**src/rtl/ypcb_pkg.sv**
```systemverilog
// ypcb_pkg: shared types, constants and functions of the camera basis unit
// no dependencies
package ypcb_pkg;

  localparam int CordicSteps   = 16;
  localparam int AngleFracBits = 7;
  localparam int AtanEntries   = 24;
  localparam int StepW         = 5;

  localparam logic signed [33:0] CordicGain = 34'sd652032874;
  localparam logic [24:0]        DegToRad   = 25'd18740330;
  localparam logic signed [16:0] HalfTurn   = 17'sd180 <<< AngleFracBits;
  localparam logic signed [16:0] PitchLim   = 17'sd89 <<< AngleFracBits;
  localparam logic [15:0]        QuarterU   = 16'd90 << AngleFracBits;
  localparam logic [15:0]        HalfU      = 16'd180 << AngleFracBits;

  typedef enum logic [2:0] {
    REQ_TURN  = 3'd0,
    REQ_SETV  = 3'd1,
    REQ_LACC  = 3'd2,
    REQ_WACC  = 3'd3,
    REQ_QUERY = 3'd4
  } req_e;

  typedef enum logic [3:0] {
    ST_IDLE, ST_ANGLE, ST_CYAW, ST_CPITCH, ST_BASIS1, ST_BASIS2,
    ST_LOC0, ST_LOC1, ST_LOC2, ST_VEL, ST_OUT
  } state_e;

  typedef struct packed {
    logic load;      // latch input item
    logic turn;      // update angles
    logic cstart;    // load cordic from angle
    logic csel;      // 0 yaw, 1 pitch
    logic citer;     // one cordic iteration
    logic cstore;    // store cordic result
    logic basis1;
    logic basis2;
    logic [1:0] loc_sel;
    logic loc_en;
    logic vel_en;
  } ypcb_cmd_t;

  typedef struct packed {
    logic cdone;
  } ypcb_sts_t;

  function automatic logic signed [33:0] atan_q30(input logic [StepW-1:0] i);
    case (i)
      5'd0:  atan_q30 = 34'sd843314856;
      5'd1:  atan_q30 = 34'sd497837829;
      5'd2:  atan_q30 = 34'sd263043836;
      5'd3:  atan_q30 = 34'sd133525158;
      5'd4:  atan_q30 = 34'sd67021686;
      5'd5:  atan_q30 = 34'sd33543515;
      5'd6:  atan_q30 = 34'sd16775850;
      5'd7:  atan_q30 = 34'sd8388437;
      5'd8:  atan_q30 = 34'sd4194282;
      5'd9:  atan_q30 = 34'sd2097149;
      5'd10: atan_q30 = 34'sd1048575;
      5'd11: atan_q30 = 34'sd524287;
      5'd12: atan_q30 = 34'sd262143;
      5'd13: atan_q30 = 34'sd131071;
      5'd14: atan_q30 = 34'sd65535;
      5'd15: atan_q30 = 34'sd32767;
      5'd16: atan_q30 = 34'sd16383;
      5'd17: atan_q30 = 34'sd8191;
      5'd18: atan_q30 = 34'sd4095;
      5'd19: atan_q30 = 34'sd2047;
      5'd20: atan_q30 = 34'sd1023;
      5'd21: atan_q30 = 34'sd511;
      5'd22: atan_q30 = 34'sd255;
      5'd23: atan_q30 = 34'sd127;
      default: atan_q30 = '0;
    endcase
  endfunction

  // round half up from q30 to q14, clamp to +-1
  function automatic logic signed [15:0] rnd_q14(input logic signed [33:0] v);
    logic signed [34:0] t;
    t = ($signed({v[33], v}) + 35'sd32768) >>> 16;
    if (t > 35'sd16384) rnd_q14 = 16'sd16384;
    else if (t < -35'sd16384) rnd_q14 = -16'sd16384;
    else rnd_q14 = t[15:0];
  endfunction

  function automatic logic signed [15:0] mul14(input logic signed [15:0] a,
                                               input logic signed [15:0] b);
    logic signed [31:0] p;
    p = (a * b + 32'sd8192) >>> 14;
    if (p > 32'sd16384) mul14 = 16'sd16384;
    else if (p < -32'sd16384) mul14 = -16'sd16384;
    else mul14 = p[15:0];
  endfunction

  function automatic logic signed [31:0] sat32(input logic signed [49:0] v);
    if (v > 50'sd2147483647) sat32 = 32'h7fffffff;
    else if (v < -50'sd2147483648) sat32 = 32'h80000000;
    else sat32 = v[31:0];
  endfunction

endpackage

```
**src/rtl/ypcb_ctrl.sv**
```systemverilog
// ypcb_ctrl: sequencer of the camera basis unit
// depends on ypcb_pkg
module ypcb_ctrl import ypcb_pkg::*; (
  input  logic      clk_i,
  input  logic      rst_ni,
  input  logic      in_valid_i,
  output logic      in_stall_o,
  output logic      out_valid_o,
  input  logic      out_stall_i,
  input  ypcb_sts_t sts_i,
  output ypcb_cmd_t cmd_o
);

  state_e state_q, state_d;

  always_ff @(posedge clk_i or negedge rst_ni) begin
    if (!rst_ni) state_q <= ST_IDLE;
    else state_q <= state_d;
  end

  always_comb begin
    state_d = state_q;
    case (state_q)
      ST_IDLE:   if (in_valid_i) state_d = ST_ANGLE;
      ST_ANGLE:  state_d = ST_CYAW;
      ST_CYAW:   if (sts_i.cdone) state_d = ST_CPITCH;
      ST_CPITCH: if (sts_i.cdone) state_d = ST_BASIS1;
      ST_BASIS1: state_d = ST_BASIS2;
      ST_BASIS2: state_d = ST_LOC0;
      ST_LOC0:   state_d = ST_LOC1;
      ST_LOC1:   state_d = ST_LOC2;
      ST_LOC2:   state_d = ST_VEL;
      ST_VEL:    state_d = ST_OUT;
      ST_OUT:    if (!out_stall_i) state_d = ST_IDLE;
      default:   state_d = ST_IDLE;
    endcase
  end

  always_comb begin
    cmd_o = '0;
    in_stall_o = (state_q != ST_IDLE);
    out_valid_o = (state_q == ST_OUT);
    case (state_q)
      ST_IDLE:   cmd_o.load = in_valid_i;
      ST_ANGLE:  begin cmd_o.turn = 1'b1; end
      ST_CYAW:   begin
        cmd_o.citer = !sts_i.cdone;
        cmd_o.cstore = sts_i.cdone;
      end
      ST_CPITCH: begin
        cmd_o.csel = 1'b1;
        cmd_o.citer = !sts_i.cdone;
        cmd_o.cstore = sts_i.cdone;
      end
      ST_BASIS1: cmd_o.basis1 = 1'b1;
      ST_BASIS2: cmd_o.basis2 = 1'b1;
      ST_LOC0:   begin cmd_o.loc_en = 1'b1; cmd_o.loc_sel = 2'd0; end
      ST_LOC1:   begin cmd_o.loc_en = 1'b1; cmd_o.loc_sel = 2'd1; end
      ST_LOC2:   begin cmd_o.loc_en = 1'b1; cmd_o.loc_sel = 2'd2; end
      ST_VEL:    cmd_o.vel_en = 1'b1;
      default:   cmd_o = '0;
    endcase
    // cordic start when entering a sine/cosine pass
    cmd_o.cstart = (state_q == ST_ANGLE) || (state_q == ST_CYAW && sts_i.cdone);
  end

endmodule

```
**config.mk**
```make
export PLATFORM = sky130hd
export DESIGN_NAME = ypcb_ctrl
export DESIGN_NICKNAME = d
export VERILOG_FILES = /design/src/rtl/ypcb_pkg.sv /design/src/rtl/ypcb_ctrl.sv
export SDC_FILE = /design/constraint.sdc
export NUM_CORES = 1
export LEC_CHECK = 0
export BUFFER_PORTS_ARGS = -buffer_cell sky130_fd_sc_hd__buf_2
export CAP_MARGIN = 40
export CORE_AREA = 3 3 40 42
export CTS_CLUSTER_DIAMETER = 30
export DETAILED_ROUTE_END_ITERATION = 12
export DIE_AREA = 0 0 43 45
export PLACE_DENSITY = 0.58
export SKIP_LAST_GASP = 1
export SYNTH_ARGS = -nofsm -noshare
export SYNTH_HDL_FRONTEND = slang
export SYNTH_SLANG_ARGS = --single-unit
```
**constraint.sdc**
```tcl
create_clock -name clk_i -period 1.5 [get_ports clk_i]
set_clock_uncertainty 0.2 [all_clocks]
set_input_delay 0.225 -clock clk_i [delete_from_list [all_inputs] [get_ports clk_i]]
set_output_delay 0.225 -clock clk_i [all_outputs]
set_load 0.01 [all_outputs]
```
# --- After elaboration in Yosys (flattened, before gate mapping) ---
# Cells that the tools add are included.
word_totals:
  wordCells: 35
  register_bits: 4
  output_inout_bits: 14
  input_bits: 5
op_classes:
  n_mux: 13
  n_reduce_logical: 7
  eq_ne: 14
ops:
  columns: ["operator", "n"]
  rows:
  - ["4-bit one-hot mux with 11 select lines", 1]
  - ["4-bit by 3-bit == test with 1-bit output, second input constant", 4]
  - ["4-bit 2-to-1 mux", 4]
  - ["4-bit == test, second input constant", 3]
  - ["3-bit one-hot mux with 3 select lines", 1]
  - ["4-bit by 2-bit == test with 1-bit output, second input constant", 2]
  - ["2-bit inequality test, second input constant", 4]
  - ["1-bit 2-to-1 mux", 6]
  - ["4-bit by 1-bit == test with 1-bit output, second input constant", 1]
  - ["4-bit zero test", 1]
  - ["4-bit AND reduction", 1]
  - ["4-bit nonzero test", 1]
  - ["2-bit 2-to-1 mux", 1]
  - ["2-bit OR reduction", 1]
  - ["1-bit logical AND", 1]
  - ["1-bit zero test", 1]
  - ["1-bit logical OR", 1]

# --- Depth between registers and ports, before layout ---
logic_depth:
  ltp_word: 3
  mapped_depth: 4
  depth_no_buf: 3

# --- Worst setup path after synthesis ---
# OpenSTA, ideal clock, no wires.
synth_path:
  path_type: "register to output"
  startpoint: "register state_q[3]"
  endpoint: "output cmd_o[5] in the netlist's numbering"
  stages_incl_launch_ff: 4
  n_path_buf: 1
  t_arrival_ns: 1.020
  t_required_ns: 1.075
  path_slack_ns: 0.055
  path_cell_list: "dfrtp_1 buf_6 nand2b_1 nor3_1"
synth_lines:
  columns: ["element", "line_no", "text"]
  rows:
  - ["start: declaration", "ypcb_ctrl.sv:14", "state_e state_q, state_d;"]
  - ["start signal: assignment", "ypcb_ctrl.sv:18", "else state_q <= state_d;"]
  - ["end: declaration", "ypcb_ctrl.sv:11", "output ypcb_cmd_t cmd_o"]

==> results.md <==
- The TritonCTS clock tree is built.
- In this run, the number of DRC markers left after iteration 0 of detailed routing was 6.
- The root buffer selected by CTS is sky130_fd_sc_hd__clkbuf_4.
- Yosys mapped a number of flops with a built-in enable equal to 0.
- The checks that failed: negative setup slack.
- In this run the remaining antenna-violating nets after routing total 0.
- Wires add up to 1.36 mm.
- The kind of end point of the critical path is a primary output.
- The number of nets in the layout is 90.
- After synthesis the cells add up to 372 µm².
- The mean routed wirelength per cell is 13.8 µm.
- The placed wire-length estimate is 723 µm.
- The design draws 1670 µW.
- Subtracting the final worst setup slack from the clock period gives 1.66 ns.
- The worst slew slack as a fraction of its limit is 84.4%.
- Clock tree synthesis found a total of 4 sinks.
- In this run the deepest clock path goes through 2 buffers.
- The floorplan step set the die width to 43 µm.
- Global routing consumed, over all layers together, 14.4% of the routing resources.
- The startpoint type of the worst setup path is a register.
- The most flop-heavy register is state_q.
- The first global-routing pass estimated 2.06 mm of wire.
- The flow ran to the end, but the final reports show violations.
- Port buffering added 18 buffers.
- The clock edge transition at the registers on the reported setup and hold paths is 0.04 ns.
- IR analysis of the VDD net gives a maximum drop of 1090 µV.
- The netlist uses 23 different library cells.
- The layout overhead on the synthesized area is 102%.
- The I/O pin count is 19.
- The number of flip-flops in the largest register is 4.
- Global routing finished with a remaining overflow of 0.
- Of the cells placed in the final design, the portion with a size suffix greater than 1 is 69.9%.
- The placed instance count is 83.
- The number of instances in the synthesized netlist is 47.
- The final weighted congestion in routability-driven placement is 0.772.
- The floorplan step defined a die boundary enclosing 1940 µm².
- Data arrives at the worst endpoint at 1.23 ns.
- Once the floorplan was initialized, standard cells occupied 28.9% of the core.
- The library cell used most frequently in the layout, excluding fill and tap cells, is sky130_fd_sc_hd__buf_2.
- For this run, asynchronously set or reset flops after synthesis account for 100%.
- The net count of the mapped netlist is 52.
- The number of rows in the core area is 13.
- After the flow finishes, the layout carries non-filler instances totaling 98.
- Counting flops and latches in the post-synthesis netlist gives 4.
- The tool flagged a number of max-cap violations equal to 0.
- In the synthesized netlist the dominant register cell turns out to be sky130_fd_sc_hd__dfrtp_1.
- The peak fanout along the critical path is 6.
- The number of antenna violations at the first check in global routing was 0.
- In this run the vertical extent of the chip is 45 µm.
- The H-tree depth reported by CTS is 1.
- For this run, the detailed router's first-pass iteration total came to 4.
- The maximum number of pins on one net before global-route repair is 9.
- In the routed design, unresolved DRC markers number 0.
- The post-detailed-route via-to-cell ratio is 4.88.
- The fraction of the core area covered by cells at the end of the flow is 58.5%.
- The number of global-route vias before repair came to 455.
- Dividing the final minimum period by the clock period gives 110%.
- The leakage component of the power is 0.000375 µW.
- Setup repair after global routing could not meet its margin everywhere.
- The count of warnings emitted by yosys is 0.
- The proportion of synthesized chip area in sequential cells is 26.9%.
- The number of slew-limit violations in the final report is 0.
- The routed layout has 478 vias.
- Adding up every negative setup slack in the final design gives -1.48 ns.
- At the later pin of the worst-skew pair, clock insertion delay measures 0.23 ns.
- The largest registers in the layout are state_q (4).
- The worst hold path class is input pin to asynchronous set/reset pin.
- For this design the ratio of total power to cell area is 2220 nW/µm².
- The actual slew at the worst max-slew pin is 0.233 ns.
- Dividing the synthesized area by the synthesized cell count gives 7.91 µm².
- In the layout the commonest cells are sky130_fd_sc_hd__buf_2, sky130_fd_sc_hd__buf_6, sky130_fd_sc_hd__buf_4.
- Timing would allow up to 0.604 GHz.
- The number of failing hold endpoints at the final stage is 0.
- The kind of critical path is register to primary output.
- Data on the critical path is required at its endpoint by 1.07 ns.
- The placeable core region is 1280 µm².
- The number of buffers added by the clock tree synthesis step is 3.
- The number of antenna diodes in the final layout is 0.
- The number of setup violations in the final report is 14.
- The final worst setup slack is -0.155 ns.
-- kinds of logic after synthesis --
kind of cell	count (synthesis)	synth area share (%)
buf+inv	6	11.4
flops	4	26.9
simple gates	25	40.1
compound gates	12	21.5
-- power by group --
group          switching (µW)  internal (µW)  leakage (µW)
combinational             568            681      0.000315
sequential                122            167     0.0000468
clock                    42.2           89.4     0.0000138
-- final timing paths --
check,start,to,cells past startpoint,slack (ns)
min in group clk_i,sts_i,state_q[2],3,0.13
worst max-delay path,state_q[0],cmd_o[9],5,-0.16
max in group asynchronous,rst_ni,state_q[0],2,0.83
worst min-delay path,rst_ni,state_q[1],2,0.13
worst min register to register,state_q[3],state_q[3],2,0.54
worst max register to register,state_q[0],state_q[0],4,0.04
-- synth_stat cells (2+ instances only) --
library cell               count  area [µm²]
sky130_fd_sc_hd__dfrtp_1       4         100
sky130_fd_sc_hd__inv_1         2        7.51
sky130_fd_sc_hd__nor2_1        5        18.8
sky130_fd_sc_hd__o21ai_0       2        10.0
sky130_fd_sc_hd__nand2b_1      4        25.0
sky130_fd_sc_hd__nor3_1        5        25.0
sky130_fd_sc_hd__a21oi_1       3        15.0
sky130_fd_sc_hd__buf_6         2        22.5
sky130_fd_sc_hd__nand2_1       5        18.8
sky130_fd_sc_hd__o22ai_1       2        12.5
-- critical path: stages (launching register included) --
cell	delay (ns)
sky130_fd_sc_hd__dfrtp_2	0.47
sky130_fd_sc_hd__buf_6	0.15
sky130_fd_sc_hd__nand2b_4	0.08
sky130_fd_sc_hd__o21ai_2	0.05
sky130_fd_sc_hd__and2_1	0.12
sky130_fd_sc_hd__buf_2	0.13
-- through the flow --
| step | area, µm² | hold slack (ns) | setup WS, ns |
|---|---|---|---|
| floorplan | 372 | -0.271 | 0.0551 |
| global route | 752 | 0.152 | -0.208 |
| detailed placement | 498 | -0.164 | 0.0367 |
| global placement | 498 | -0.164 | 0.0604 |
| CTS | 673 | 0.117 | -0.132 |
| finish | 752 | 0.133 | -0.155 |
-- area by class of cell --
| type | count | area, µm² |
|---|---|---|
| fillers | 113 | 533 |
| well taps | 15 | 18.8 |
| inverters | 2 | 7.51 |
| repair buffers | 37 | 283 |
| flip-flops and latches | 4 | 104 |
| multi-input cells | 37 | 317 |
| clock buffers | 3 | 22.5 |
-- per-layer routing --
metal  up-vias  part of all wire (%)  routed length, µm  GRT usage, %
met2        11                    57                777          24.9
met4         0                     0                  0          9.04
met5         -                     0                  0             0
met3         0                   4.1                 56          1.20
li1        236                     -                  -             -
met1       231                    38                522          17.5
-- what timing repair did --
action,CTS,global route
endpoints found under the setup margin,14,16
hold buffers,1,0
pin swaps,5,6
resized for setup,20,15
setup buffers,10,2
endpoints found under the hold margin,4,0
(Power assumes the default switching activity.)
